File: config.mk
export PLATFORM = sky130hd
export DESIGN_NAME = sliding_box_blur_line_core
export DESIGN_NICKNAME = d
export VERILOG_FILES = /design/src/sv/sbb_pkg.sv /design/src/sv/sbb_front.sv /design/src/sv/sbb_queue.sv /design/src/sv/sbb_back.sv /design/src/sv/sliding_box_blur_line_core.sv
export SDC_FILE = /design/constraint.sdc
export NUM_CORES = 2
export LEC_CHECK = 0
export ABC_AREA = 1
export BUFFER_PORTS_ARGS = -buffer_cell sky130_fd_sc_hd__buf_2
export CAP_MARGIN = 20
export CORE_MARGIN = 1
export CORE_UTILIZATION = 25
export DETAILED_ROUTE_END_ITERATION = 10
export PLACE_DENSITY = 0.37
export SLEW_MARGIN = 20
export SYNTH_ARGS = -nofsm -noshare
export SYNTH_HDL_FRONTEND = slang
export SYNTH_SLANG_ARGS = --single-unit
File: constraint.sdc
create_clock -name clk -period 6.5 [get_ports clk]
set_input_delay 0.65 -clock clk [delete_from_list [all_inputs] [get_ports clk]]
set_output_delay 0.65 -clock clk [all_outputs]
set_load 0.005 [all_outputs]
File: src/sv/sbb_pkg.sv
`timescale 1ns / 1ps
// Shared constants, types and the reciprocal table of the sliding box blur line core.
package sbb_pkg;

    // Line and window limits.
    localparam int MAX_RADIUS = 24;
    localparam int MAX_LINE   = 4096;
    localparam int POS_W      = $clog2(MAX_LINE);
    localparam int RADIUS_W   = 5;

    // Pixel layout: four 8-bit channels, alpha in the lowest byte.
    localparam int CHAN_W     = 8;
    localparam int NUM_CHAN   = 4;
    localparam int PIXEL_W    = NUM_CHAN * CHAN_W;

    // Pixel ring and running sums.
    localparam int RING_DEPTH = 64;
    localparam int RING_AW    = $clog2(RING_DEPTH);
    localparam int SUM_W      = 14;

    // Window count and reciprocal divide.
    localparam int CNT_W       = 6;
    localparam int RECIP_DEPTH = 2 ** CNT_W;
    localparam int RECIP_SHIFT = 20;
    localparam int RECIP_W     = RECIP_SHIFT + 1;
    localparam int RECIP_ONE   = 2 ** RECIP_SHIFT;
    localparam int PROD_W      = SUM_W + RECIP_W;

    // Item queue between front and back.
    localparam int QUEUE_DEPTH = 4;
    localparam int QUEUE_AW    = $clog2(QUEUE_DEPTH);
    localparam int QCOUNT_W    = QUEUE_AW + 1;

    localparam logic [RADIUS_W-1:0] RADIUS_LIMIT = RADIUS_W'(MAX_RADIUS);
    localparam logic [POS_W-1:0]    LAST_POS     = POS_W'(MAX_LINE - 1);

    typedef logic [NUM_CHAN-1:0][CHAN_W-1:0] pixel_t;

    // One classified input item as the back end consumes it.
    typedef struct packed {
        pixel_t                pixel;
        logic [POS_W-1:0]      pos;
        logic [RADIUS_W-1:0]   radius;
        logic [POS_W-1:0]      x_first;
        logic                  emit_first;
        logic                  last;
    } sbb_item_t;

    // Back-end sequencer states.
    typedef enum logic {
        SEQ_TAKE,
        SEQ_FLUSH
    } seq_state_t;

    // Entry d holds ceil(2^RECIP_SHIFT / d); exact floor division for any 14-bit sum.
    localparam logic [RECIP_W-1:0] RECIP_TABLE [RECIP_DEPTH] = '{
        1:  RECIP_W'(RECIP_ONE),
        2:  RECIP_W'((RECIP_ONE + 1) / 2),   3:  RECIP_W'((RECIP_ONE + 2) / 3),
        4:  RECIP_W'((RECIP_ONE + 3) / 4),   5:  RECIP_W'((RECIP_ONE + 4) / 5),
        6:  RECIP_W'((RECIP_ONE + 5) / 6),   7:  RECIP_W'((RECIP_ONE + 6) / 7),
        8:  RECIP_W'((RECIP_ONE + 7) / 8),   9:  RECIP_W'((RECIP_ONE + 8) / 9),
        10: RECIP_W'((RECIP_ONE + 9) / 10),  11: RECIP_W'((RECIP_ONE + 10) / 11),
        12: RECIP_W'((RECIP_ONE + 11) / 12), 13: RECIP_W'((RECIP_ONE + 12) / 13),
        14: RECIP_W'((RECIP_ONE + 13) / 14), 15: RECIP_W'((RECIP_ONE + 14) / 15),
        16: RECIP_W'((RECIP_ONE + 15) / 16), 17: RECIP_W'((RECIP_ONE + 16) / 17),
        18: RECIP_W'((RECIP_ONE + 17) / 18), 19: RECIP_W'((RECIP_ONE + 18) / 19),
        20: RECIP_W'((RECIP_ONE + 19) / 20), 21: RECIP_W'((RECIP_ONE + 20) / 21),
        22: RECIP_W'((RECIP_ONE + 21) / 22), 23: RECIP_W'((RECIP_ONE + 22) / 23),
        24: RECIP_W'((RECIP_ONE + 23) / 24), 25: RECIP_W'((RECIP_ONE + 24) / 25),
        26: RECIP_W'((RECIP_ONE + 25) / 26), 27: RECIP_W'((RECIP_ONE + 26) / 27),
        28: RECIP_W'((RECIP_ONE + 27) / 28), 29: RECIP_W'((RECIP_ONE + 28) / 29),
        30: RECIP_W'((RECIP_ONE + 29) / 30), 31: RECIP_W'((RECIP_ONE + 30) / 31),
        32: RECIP_W'((RECIP_ONE + 31) / 32), 33: RECIP_W'((RECIP_ONE + 32) / 33),
        34: RECIP_W'((RECIP_ONE + 33) / 34), 35: RECIP_W'((RECIP_ONE + 34) / 35),
        36: RECIP_W'((RECIP_ONE + 35) / 36), 37: RECIP_W'((RECIP_ONE + 36) / 37),
        38: RECIP_W'((RECIP_ONE + 37) / 38), 39: RECIP_W'((RECIP_ONE + 38) / 39),
        40: RECIP_W'((RECIP_ONE + 39) / 40), 41: RECIP_W'((RECIP_ONE + 40) / 41),
        42: RECIP_W'((RECIP_ONE + 41) / 42), 43: RECIP_W'((RECIP_ONE + 42) / 43),
        44: RECIP_W'((RECIP_ONE + 43) / 44), 45: RECIP_W'((RECIP_ONE + 44) / 45),
        46: RECIP_W'((RECIP_ONE + 45) / 46), 47: RECIP_W'((RECIP_ONE + 46) / 47),
        48: RECIP_W'((RECIP_ONE + 47) / 48), 49: RECIP_W'((RECIP_ONE + 48) / 49),
        50: RECIP_W'((RECIP_ONE + 49) / 50), 51: RECIP_W'((RECIP_ONE + 50) / 51),
        52: RECIP_W'((RECIP_ONE + 51) / 52), 53: RECIP_W'((RECIP_ONE + 52) / 53),
        54: RECIP_W'((RECIP_ONE + 53) / 54), 55: RECIP_W'((RECIP_ONE + 54) / 55),
        56: RECIP_W'((RECIP_ONE + 55) / 56), 57: RECIP_W'((RECIP_ONE + 56) / 57),
        58: RECIP_W'((RECIP_ONE + 57) / 58), 59: RECIP_W'((RECIP_ONE + 58) / 59),
        60: RECIP_W'((RECIP_ONE + 59) / 60), 61: RECIP_W'((RECIP_ONE + 60) / 61),
        62: RECIP_W'((RECIP_ONE + 61) / 62), 63: RECIP_W'((RECIP_ONE + 62) / 63),
        default: RECIP_W'(0)
    };

endpackage

File: src/sv/sbb_front.sv
`timescale 1ns / 1ps
// Front end: accepts pixels, tracks the line position and radius, classifies each item.
module sbb_front
    import sbb_pkg::*;
(
    input  logic                clk,
    input  logic                rst_n,
    input  logic                s_axis_tvalid,
    output logic                s_axis_tready,
    input  pixel_t              s_axis_tdata,
    input  logic                s_axis_tlast,
    input  logic                cfg_wr_en,
    input  logic [RADIUS_W-1:0] cfg_wr_data,
    input  logic                queue_full,
    output logic                push,
    output sbb_item_t           push_item
);

    logic [RADIUS_W-1:0] radius_reg, radius_next;
    logic [RADIUS_W-1:0] line_radius_reg, line_radius_next;
    logic [POS_W-1:0]    pos_reg, pos_next;
    logic [RADIUS_W-1:0] radius_sat;
    logic [RADIUS_W-1:0] r_cur;
    logic [POS_W-1:0]    r_wide;
    logic                last;
    logic                p_ge_r;

    // The radius is saturated at the window limit and latched on a line's first pixel.
    assign radius_sat = (radius_reg > RADIUS_LIMIT) ? RADIUS_LIMIT : radius_reg;
    assign r_cur      = (pos_reg == '0) ? radius_sat : line_radius_reg;
    assign r_wide     = POS_W'(r_cur);

    // A full-length line ends at the last position even without tlast.
    assign last   = s_axis_tlast || (pos_reg == LAST_POS);
    assign p_ge_r = (pos_reg >= r_wide);

    // Handshake into the queue.
    assign s_axis_tready = !queue_full;
    assign push          = s_axis_tvalid && !queue_full;

    // Classify: the first output owed by this item and whether it owes one at all.
    always_comb
    begin
        push_item.pixel      = s_axis_tdata;
        push_item.pos        = pos_reg;
        push_item.radius     = r_cur;
        push_item.x_first    = p_ge_r ? (pos_reg - r_wide) : '0;
        push_item.emit_first = p_ge_r || last;
        push_item.last       = last;
    end

    // Next state of the position, radius and configuration registers.
    always_comb
    begin
        radius_next      = cfg_wr_en ? cfg_wr_data : radius_reg;
        pos_next         = pos_reg;
        line_radius_next = line_radius_reg;
        if (push)
        begin
            pos_next         = last ? '0 : (pos_reg + POS_W'(1));
            line_radius_next = r_cur;
        end
    end

    always_ff @(posedge clk or negedge rst_n)
    begin
        if (!rst_n)
        begin
            radius_reg      <= '0;
            line_radius_reg <= '0;
            pos_reg         <= '0;
        end
        else
        begin
            radius_reg      <= radius_next;
            line_radius_reg <= line_radius_next;
            pos_reg         <= pos_next;
        end
    end

endmodule

File: src/sv/sbb_queue.sv
`timescale 1ns / 1ps
// Short item queue that decouples the front end from the back end.
module sbb_queue
    import sbb_pkg::*;
(
    input  logic      clk,
    input  logic      rst_n,
    input  logic      push,
    input  sbb_item_t push_item,
    output logic      full,
    input  logic      pop,
    output sbb_item_t head,
    output logic      head_valid
);

    sbb_item_t             slot_reg [QUEUE_DEPTH];
    logic [QUEUE_AW-1:0]   wr_ptr_reg, wr_ptr_next;
    logic [QUEUE_AW-1:0]   rd_ptr_reg, rd_ptr_next;
    logic [QCOUNT_W-1:0]   count_reg, count_next;

    assign full       = (count_reg == QCOUNT_W'(QUEUE_DEPTH));
    assign head_valid = (count_reg != '0);
    assign head       = slot_reg[rd_ptr_reg];

    // Pointers wrap on their own since the depth is a power of two.
    always_comb
    begin
        wr_ptr_next = push ? (wr_ptr_reg + QUEUE_AW'(1)) : wr_ptr_reg;
        rd_ptr_next = pop ? (rd_ptr_reg + QUEUE_AW'(1)) : rd_ptr_reg;
        count_next  = count_reg + QCOUNT_W'(push) - QCOUNT_W'(pop);
    end

    always_ff @(posedge clk or negedge rst_n)
    begin
        if (!rst_n)
        begin
            wr_ptr_reg <= '0;
            rd_ptr_reg <= '0;
            count_reg  <= '0;
        end
        else
        begin
            wr_ptr_reg <= wr_ptr_next;
            rd_ptr_reg <= rd_ptr_next;
            count_reg  <= count_next;
        end
    end

    // Item storage.
    always_ff @(posedge clk)
    begin
        if (push)
        begin
            slot_reg[wr_ptr_reg] <= push_item;
        end
    end

endmodule

File: src/sv/sbb_back.sv
`timescale 1ns / 1ps
// Back end: output sequencer, pixel ring, running sums and reciprocal divide.
module sbb_back
    import sbb_pkg::*;
(
    input  logic      clk,
    input  logic      rst_n,
    input  sbb_item_t head,
    input  logic      head_valid,
    output logic      pop,
    output logic      flushing,
    output logic      m_axis_tvalid,
    input  logic      m_axis_tready,
    output pixel_t    m_axis_tdata,
    output logic      m_axis_tlast
);

    // Sequencer.
    seq_state_t          state_reg, state_next;
    logic [POS_W-1:0]    x_reg, x_next;
    logic [POS_W-1:0]    p_reg, p_next;
    logic [RADIUS_W-1:0] r_reg, r_next;
    logic                adv;

    // Operation issued this cycle.
    logic [POS_W-1:0]    op_x, op_p, op_diff, op_lo, op_cnt_wide;
    logic [RADIUS_W-1:0] op_r;
    logic                op_valid, op_first, op_emit, op_last, op_sub;
    logic [RING_AW-1:0]  op_addr;

    // Ring memory.
    pixel_t              ring_mem [RING_DEPTH];
    pixel_t              ring_rd_reg;

    // Sum stage.
    logic                b_valid_reg, b_valid_next;
    logic                b_first_reg, b_emit_reg, b_sub_reg, b_bypass_reg, b_last_reg;
    logic [CNT_W-1:0]    b_cnt_reg;
    pixel_t              b_pixel_reg;
    pixel_t              sub_pix;
    logic [SUM_W-1:0]    sum_reg [NUM_CHAN];
    logic [SUM_W-1:0]    sum_next [NUM_CHAN];
    logic [SUM_W-1:0]    sum_in [NUM_CHAN];

    // Multiply stage.
    logic                c_valid_reg, c_valid_next;
    logic [SUM_W-1:0]    c_sum_reg [NUM_CHAN];
    logic [RECIP_W-1:0]  c_recip_reg;
    logic                c_last_reg;
    logic [PROD_W-1:0]   prod [NUM_CHAN];

    // Output register.
    logic                out_valid_reg, out_valid_next;
    pixel_t              out_pixel_reg;
    logic                out_last_reg;

    // The whole back pipeline moves when the output register is free or being drained.
    assign adv      = !out_valid_reg || m_axis_tready;
    assign flushing = (state_reg == SEQ_FLUSH);

    // Sequencer: one op per unstalled cycle, the item's own first, then a line-end flush.
    always_comb
    begin
        state_next = state_reg;
        x_next     = x_reg;
        p_next     = p_reg;
        r_next     = r_reg;
        pop        = 1'b0;
        op_valid   = 1'b0;
        op_first   = 1'b0;
        op_emit    = 1'b0;
        op_last    = 1'b0;
        op_x       = x_reg;
        op_p       = p_reg;
        op_r       = r_reg;
        unique case (state_reg)
            SEQ_TAKE:
            begin
                op_x = head.x_first;
                op_p = head.pos;
                op_r = head.radius;
                if (head_valid && adv)
                begin
                    pop      = 1'b1;
                    op_valid = 1'b1;
                    op_first = 1'b1;
                    op_emit  = head.emit_first;
                    op_last  = head.last && (head.x_first == head.pos);
                    if (head.last && (head.x_first != head.pos))
                    begin
                        state_next = SEQ_FLUSH;
                        x_next     = head.x_first + POS_W'(1);
                        p_next     = head.pos;
                        r_next     = head.radius;
                    end
                end
            end
            SEQ_FLUSH:
            begin
                if (adv)
                begin
                    op_valid = 1'b1;
                    op_emit  = 1'b1;
                    op_last  = (x_reg == p_reg);
                    if (x_reg == p_reg)
                    begin
                        state_next = SEQ_TAKE;
                    end
                    else
                    begin
                        x_next = x_reg + POS_W'(1);
                    end
                end
            end
            default:
            begin
                state_next = SEQ_TAKE;
            end
        endcase
    end

    // Window of output x: left edge max(x-r, 0), right edge the newest pixel.
    always_comb
    begin
        op_diff     = op_x - POS_W'(op_r);
        op_sub      = op_emit && (op_x >= POS_W'(op_r));
        op_lo       = (op_x >= POS_W'(op_r)) ? op_diff : '0;
        op_cnt_wide = op_p - op_lo + POS_W'(1);
        op_addr     = op_diff[RING_AW-1:0];
    end

    always_ff @(posedge clk or negedge rst_n)
    begin
        if (!rst_n)
        begin
            state_reg <= SEQ_TAKE;
            x_reg     <= '0;
            p_reg     <= '0;
            r_reg     <= '0;
        end
        else
        begin
            state_reg <= state_next;
            x_reg     <= x_next;
            p_reg     <= p_next;
            r_reg     <= r_next;
        end
    end

    // Pixel ring: the new pixel is written as its item is taken, the leaving pixel is read.
    always_ff @(posedge clk)
    begin
        if (pop)
        begin
            ring_mem[head.pos[RING_AW-1:0]] <= head.pixel;
        end
        if (adv)
        begin
            ring_rd_reg <= ring_mem[op_addr];
        end
    end

    // Sum stage registers.
    assign b_valid_next = adv ? op_valid : b_valid_reg;

    always_ff @(posedge clk)
    begin
        if (adv)
        begin
            b_first_reg  <= op_first;
            b_emit_reg   <= op_emit;
            b_sub_reg    <= op_sub;
            b_bypass_reg <= (op_r == '0);
            b_last_reg   <= op_last;
            b_cnt_reg    <= op_cnt_wide[CNT_W-1:0];
            b_pixel_reg  <= head.pixel;
        end
    end

    // With radius zero the leaving pixel is the one entering in the same cycle.
    assign sub_pix = b_bypass_reg ? b_pixel_reg : ring_rd_reg;

    // Running sums: add the entering pixel, show, drop the leaving one; zero at a line end.
    always_comb
    begin
        for (int ch = 0; ch < NUM_CHAN; ch++)
        begin
            sum_in[ch] = sum_reg[ch] + (b_first_reg ? SUM_W'(b_pixel_reg[ch]) : '0);
            sum_next[ch] = sum_reg[ch];
            if (adv && b_valid_reg)
            begin
                sum_next[ch] = b_last_reg ? '0 :
                    (sum_in[ch] - (b_sub_reg ? SUM_W'(sub_pix[ch]) : '0));
            end
        end
    end

    always_ff @(posedge clk or negedge rst_n)
    begin
        if (!rst_n)
        begin
            for (int ch = 0; ch < NUM_CHAN; ch++)
            begin
                sum_reg[ch] <= '0;
            end
        end
        else
        begin
            for (int ch = 0; ch < NUM_CHAN; ch++)
            begin
                sum_reg[ch] <= sum_next[ch];
            end
        end
    end

    // Multiply stage registers: sum and reciprocal of the window count.
    assign c_valid_next = adv ? (b_valid_reg && b_emit_reg) : c_valid_reg;

    always_ff @(posedge clk)
    begin
        if (adv)
        begin
            for (int ch = 0; ch < NUM_CHAN; ch++)
            begin
                c_sum_reg[ch] <= sum_in[ch];
            end
            c_recip_reg <= RECIP_TABLE[b_cnt_reg];
            c_last_reg  <= b_last_reg;
        end
    end

    // Truncating divide by reciprocal multiply.
    always_comb
    begin
        for (int ch = 0; ch < NUM_CHAN; ch++)
        begin
            prod[ch] = PROD_W'(c_sum_reg[ch]) * PROD_W'(c_recip_reg);
        end
    end

    // Output register.
    assign out_valid_next = adv ? c_valid_reg : out_valid_reg;

    always_ff @(posedge clk)
    begin
        if (adv)
        begin
            for (int ch = 0; ch < NUM_CHAN; ch++)
            begin
                out_pixel_reg[ch] <= prod[ch][RECIP_SHIFT +: CHAN_W];
            end
            out_last_reg <= c_last_reg;
        end
    end

    // Pipeline valid flags.
    always_ff @(posedge clk or negedge rst_n)
    begin
        if (!rst_n)
        begin
            b_valid_reg   <= 1'b0;
            c_valid_reg   <= 1'b0;
            out_valid_reg <= 1'b0;
        end
        else
        begin
            b_valid_reg   <= b_valid_next;
            c_valid_reg   <= c_valid_next;
            out_valid_reg <= out_valid_next;
        end
    end

    assign m_axis_tvalid = out_valid_reg;
    assign m_axis_tdata  = out_pixel_reg;
    assign m_axis_tlast  = out_last_reg;

endmodule

File: src/sv/sliding_box_blur_line_core.sv
// Output x follows the acceptance of input x+radius, or of the line's last pixel.
// Throughput: one pixel per cycle while the queue has room; a line's last pixel holds
// the output sequencer while it issues the last min(radius, line length - 1) outputs.
// Reset (rst_n, asynchronous, active low) clears the radius, line position, sums,
// queue and pipeline flags; the pixel ring is not cleared and needs no clearing pass.
`timescale 1ns / 1ps
module sliding_box_blur_line_core
    import sbb_pkg::*;
(
    input  logic                clk,
    input  logic                rst_n,
    input  logic                s_axis_tvalid,
    output logic                s_axis_tready,
    input  logic [PIXEL_W-1:0]  s_axis_tdata,   // in_alpha, in_red, in_green, in_blue
    input  logic                s_axis_tlast,   // in_last
    output logic                m_axis_tvalid,
    input  logic                m_axis_tready,
    output logic [PIXEL_W-1:0]  m_axis_tdata,   // out_alpha, out_red, out_green, out_blue
    output logic                m_axis_tlast,   // out_last
    input  logic                cfg_wr_en,
    input  logic [RADIUS_W-1:0] cfg_wr_data     // blur_radius
);

    logic      push;
    logic      queue_full;
    sbb_item_t push_item;
    sbb_item_t head;
    logic      head_valid;
    logic      pop;
    logic      flushing;

    // Accept and classify.
    sbb_front u_front (
        .clk           (clk),
        .rst_n         (rst_n),
        .s_axis_tvalid (s_axis_tvalid),
        .s_axis_tready (s_axis_tready),
        .s_axis_tdata  (s_axis_tdata),
        .s_axis_tlast  (s_axis_tlast),
        .cfg_wr_en     (cfg_wr_en),
        .cfg_wr_data   (cfg_wr_data),
        .queue_full    (queue_full),
        .push          (push),
        .push_item     (push_item)
    );

    // Decoupling queue.
    sbb_queue u_queue (
        .clk        (clk),
        .rst_n      (rst_n),
        .push       (push),
        .push_item  (push_item),
        .full       (queue_full),
        .pop        (pop),
        .head       (head),
        .head_valid (head_valid)
    );

    // Sequencing, sums and divide.
    sbb_back u_back (
        .clk           (clk),
        .rst_n         (rst_n),
        .head          (head),
        .head_valid    (head_valid),
        .pop           (pop),
        .flushing      (flushing),
        .m_axis_tvalid (m_axis_tvalid),
        .m_axis_tready (m_axis_tready),
        .m_axis_tdata  (m_axis_tdata),
        .m_axis_tlast  (m_axis_tlast)
    );

`ifndef NO_ASSERTIONS
    // The back end only takes items that are in the queue.
    assert property (@(posedge clk) disable iff (!rst_n) pop |-> head_valid)
        else $error("item taken from an empty queue");

    // No new item is taken while a line end is being flushed.
    assert property (@(posedge clk) disable iff (!rst_n) flushing |-> !pop)
        else $error("item taken during a line flush");

    // The front end never pushes into a full queue.
    assert property (@(posedge clk) disable iff (!rst_n) push |-> !queue_full)
        else $error("item pushed into a full queue");

    // A flush starts only from the item that ends a line.
    assert property (@(posedge clk) disable iff (!rst_n) $rose(flushing) |-> $past(pop && head.last))
        else $error("flush started without a line end");
`endif

endmodule

# --- Yosys cells after proc, flatten, opt, wreduce, memory -nomap -nowiden ---
# Memories as Yosys holds them, arrays and structs flattened. A register that Yosys moved wholly into a read port is not among the register bits.
# Cells that the tools add are included.
classes:
  addsub: 19
  multipliers: 4
  div: 0
  n_lt_le_gt_ge: 3
  eq_ne: 9
  shifts: 0
  mux: 44
  bitwise: 2
  n_reduce_logical: 17
op_table:
  columns: ["cell", "count"]
  rows:
  - ["$mul 14x21->28", 4]
  - ["$mux 12", 7]
  - ["$mux 8", 8]
  - ["$add 14x14->14", 4]
  - ["$mux 14", 4]
  - ["$sub 14x14->14", 4]
  - ["$add 12x1->12 const B", 3]
  - ["$mux 32", 1]
  - ["$eq 12x12->1", 2]
  - ["$ge 12x5->1", 2]
  - ["$pmux 12 s2", 1]
  - ["$mux 5", 3]
  - ["$mux 1", 14]
  - ["$eq 12x12->1 const B", 1]
  - ["$logic_not 12->1", 1]
  - ["$mux 6", 2]
  - ["$ne 12x12->1", 1]
  - ["$sub 12x5->12", 1]
  - ["$pmux 1 s2", 4]
  - ["$logic_and 1x1->1", 7]
  - ["$not 6->7", 1]
  - ["$add 6x1->6 const B", 1]
  - ["$sub 6x5->6", 1]
  - ["$sub 6x6->6", 1]
  - ["14 further kinds", 20]
word_totals:
  regBits: 195
  latchBits: 0
  ram_bits: 2356
  rom_bits: 1344
  inputBits: 43
  n_memories: 4
memory_table:
  columns: ["name", "depth", "word_bits", "rd", "rd_clocked_by_memory_dff", "write_ports", "line_no", "text"]
  rows:
  - ["u_back.ring_mem", 64, 32, 1, 1, 1, "sbb_back.sv:32", "pixel_t ring_mem [RING_DEPTH];"]
  - ["(name not given)", 64, 21, 1, 1, 0, "sbb_back.sv:227", "c_recip_reg <= RECIP_TABLE[b_cnt_reg];"]
  - ["u_queue.slot_reg", 4, 63, 1, 0, 1, "sbb_queue.sv:16", "sbb_item_t slot_reg [QUEUE_DEPTH];"]
  - ["u_back.c_sum_reg", 4, 14, 4, 0, 4, "sbb_back.sv:47", "logic [SUM_W-1:0] c_sum_reg [NUM_CHAN];"]

# --- Logic depth before layout (Yosys ltp) ---
logic_depth:
  depth_word: 7
  mapped_depth: 30

# --- Cells and area by module ---
# A second synthesis with hierarchy kept.
unflattened:
  hier_cells: 14389
  area_unflattened_um2: 144728.8
modules_own_cells:
  columns: ["module", "instances", "cells_per_inst", "area_per_inst_um2"]
  rows:
  - ["sbb_back", 1, 13069, 131817.7]
  - ["sbb_queue", 1, 1033, 10930.5]
  - ["sbb_front", 1, 287, 1980.6]

# --- Worst setup path before layout ---
# OpenSTA, ideal clock, no wires.
synth_timing:
  path_type: "reg-to-reg"
  startpoint: "reg u_back.c_recip_reg[15]"
  endpoint: "reg u_back.out_pixel_reg (netlist bit u_back.m_axis_tdata[3]), data pin"
  setup_ns: 0.252
  arrival_time_ns: 5.437
  path_slack_ns: 0.810
  path_stages_with_launch: 24
  synth_period_minus_slack_ns: 5.690
  path_cell_list: "edfxtp_1 > clkbuf_1 > clkbuf_1 > buf_1 > nand2_1 > fa_1 > fa_1 > fa_1 > fa_1 > inv_1 > fa_1 > inv_1 > fa_1 > inv_1 > ha_1 > nand2_1 > nor2_1 > inv_1 > nor2_1 > nand3_1 > o21ai_0 > nand2_1 > nand3_1 > nand2_1"
synth_rtl:
  columns: ["item", "line_no", "text"]
  rows:
  - ["start: declaration", "sbb_back.sv:48", "logic [RECIP_W-1:0] c_recip_reg;"]
  - ["end signal: indexed assignment", "sbb_back.sv:250", "out_pixel_reg[ch] <= prod[ch][RECIP_SHIFT +: CHAN_W];"]
  - ["end: declaration", "sbb_back.sv:54", "pixel_t out_pixel_reg;"]

==> reports/metrics.cfg <==
[drt]
drc = 0
drt_pass1_iterations = 6
vias_per_cell = 4.50
post_drt_wl_per_cell_um = 22.3
drt_wl_total_um = 478000
vias = 96400
drtIter0Drc = 6466
final_antenna_net_count = 0

[logic_synthesis]
synth.distinct_cells = 52
synth_area_leaders = edfxtp_1 52%, fa_1 12%, nand2_1 6.2%
yosys_warnings = 0
synthArstFlopShare_pct = 4.53
ys_seq_area_share_pct = 54.4
synthCells = 13500
synth_edf_count = 2486
synth_ff_type = edfxtp_1
syn_area_um2 = 143000
syn_area_per_cell_um2 = 10.6
syn_nets = 14700
synth_top_area_share_pct = 52.3
synth_top_area_cell = edfxtp_1
ys_ff_latch = 2604

[clocking]
numClockSinks = 2604
ctsHoldBuffers = 47
numCtsBuffers = 319
cts_max_path_buffers = 4
cts_resized = 0
worst_skew_pair.late_latency_ps = 970
postCtsSetupBuffers = 0
cts_root_buf = clkbuf_16
path_clk_slew_ps = 70
cts_tree = done
htree_levels = 5

[sta]
relSlewSlack_pct = 22.9
final-hold-violation-count = 0
fmax_ghz = 0.168
setup-violations-final = 0
clock_skew_ps = 98.0
period_needed_ps = 5960
finalSetupTns_ps = 0
rsz0062_at_grt = false
slew_violations = 0
worst_slew_pin_slew_ps = 1160
post-route-period-util_pct = 91.6

[cells_and_area]
seq_area_um2 = 77600
largest_register_ffs = 2048
layout_common_cells = 2486 x edfxtp_1, 2358 x nand2_1, 1896 x inv_1
nets = 14900
final_common_cell = edfxtp_1
syn_to_final_growth_pct = 15.7
nFillCells = 59200
final_util_pct = 29.0
multi_input_area_um2 = 55900
drive_gt1_share_pct = 9.67

[critical_path]
reg2reg_depth = 22
crit_path_cell_trace = nand2_1 -> fa_1 -> inv_1 -> fa_1 -> fa_1 -> inv_1 -> fa_1 -> inv_1 -> fa_1 -> inv_1 -> fa_1 -> inv_1 -> ha_1 -> nand2_1 -> nor4_1 -> nand3_1 -> nand3_1 -> nand2_1 -> nand2_1 -> inv_1 -> nand2_1 -> nand2_1
crit_fanout = 13
end_kind = register
slowest_delay_ps = 700
regToRegStartpoint = u_back.c_sum_reg[1][2]
arrival_ps = 6650
path_delay_family = adder cells
cp.required_ps = 7190
cp.depth = 22
rrSetupSlack_ps = 540
crit_buf_inv = 6
critPathKind = reg -> reg
r2r-end = u_back.m_axis_tdata[15]
start_kind = register
cp_slowest_cell = edfxtp_1

[die]
die_area_um2 = 574000
ioPinCount = 78
start_util_pct = 25.1
die_y_um = 757
die_w_um = 757
core_um2 = 569000
placementRows = 277

[global_routing]
antenna_found_initial = 26
grt_max_degree = 160
grt_busiest_layer = met2
met2_usage_pct = 28.4
grt_pass1_vias = 99100
grt_pass1_wl_um = 700000
grt_usage_pct = 16.4
use_met1_pct = 22.4
grt.met3_usage_pct = 1.37
grt.overflow.total = 0

[run_status]
outcome = finished clean

[worst_hold_path]
min-delay-start = s_axis_tlast
min_to = u_queue.slot_reg[0][0]
min_path_cells = 3
hold_path_class = in -> reg

[flow_run]
drv_cap = 0

[placement]
routabilityCongestion = 0.808
port_buffers = 77
post-dp-hpwl_um = 308000

per-layer routing:
metal	wire length (um)	vias to the layer above
li1	-	45200
met1	222000	49000
met2	231000	1618
met3	15300	492
met4	9930	2
met5	11	-
Yosys cell counts (all sizes together) (2+ instances only):
cell type and instances:
o221ai 6, xor2 83, o21a 10, and2 4, edfxtp 2486, nor4b 2
nor2 1465, a32o 6, o31ai 7, nor3b 2, a21boi 5, o22ai 561
xnor2 45, a21oi 198, nor3 50, buf 210, a22oi 4, a21o 18
o311ai 10, o21ai 1356, mux2 257, or2 18, nand4 47, inv 1910
nand3 424, nor4 10, clkbuf 529, a211oi 4, nand3b 11, a31oi 24
nand2 2360, o21bai 15, ha 369, fa 832, dfrtp 118, o211ai 9
layout make-up:
cell class / instances / area share (%)
Antenna cell: 17 / 0.0258
Clock buffer: 408 / 5.09
Clock inverter: 154 / 0.880
Timing Repair Buffer: 562 / 3.08
Tap cell: 7533 / 5.71
Inverter: 1911 / 4.36
Multi-Input combinational cell: 8217 / 33.9
Sequential cell: 2604 / 47.0
metrics by stage:
step	instances	worst slack, ps	hold slack, ps	area, um2
final	21400	545	195	165000
after detailed placement	20800	599	432	155000
after CTS	21400	602	104	165000
after floorplan	13500	810	354	143000
after global placement	20800	608	420	155000
after global routing	21400	142	184	165000
cell families after synthesis:
kind of cell	synth area share (%)
AO/OA/AOI/OAI	8.58
XOR/XNOR	0.799
adder cells (fa/ha/maj)	14.9
buffers and inverters	7.14
flip-flops	54.4
multiplexers	2.03
AND/OR/NAND/NOR	12.2
worst max path at each step:
stage	from	endpoint	slack [ps]
5_1_grt	u_back.c_sum_reg[1][2]	u_back.m_axis_tdata[15]	140
2_1_floorplan	u_back.c_recip_reg[15]	u_back.m_axis_tdata[3]	810
3_5_place_dp	u_back.c_sum_reg[1][2]	u_back.m_axis_tdata[15]	600
4_1_cts	u_back.c_sum_reg[1][2]	u_back.m_axis_tdata[15]	600
6_report	u_back.c_sum_reg[1][2]	u_back.m_axis_tdata[15]	540
3_3_place_gp	u_back.c_recip_reg[12]	u_back.m_axis_tdata[21]	610
worst register-to-register path: stages, from the launching register on:
cell and delay (ps):
edfxtp_1 700, nand2_1 160, fa_1 550, inv_1 50, fa_1 460, fa_1 510, inv_1 70, fa_1 530
inv_1 50, fa_1 480, inv_1 50, fa_1 480, inv_1 50, ha_1 410, nand2_1 150, nor4_1 430
nand3_1 140, nand3_1 150, nand2_1 90, nand2_1 80, inv_1 40, nand2_1 50, nand2_1 50
Power is not shown: default switching activity piles up to over one toggle a cycle in this logic, so the estimate is an artifact.
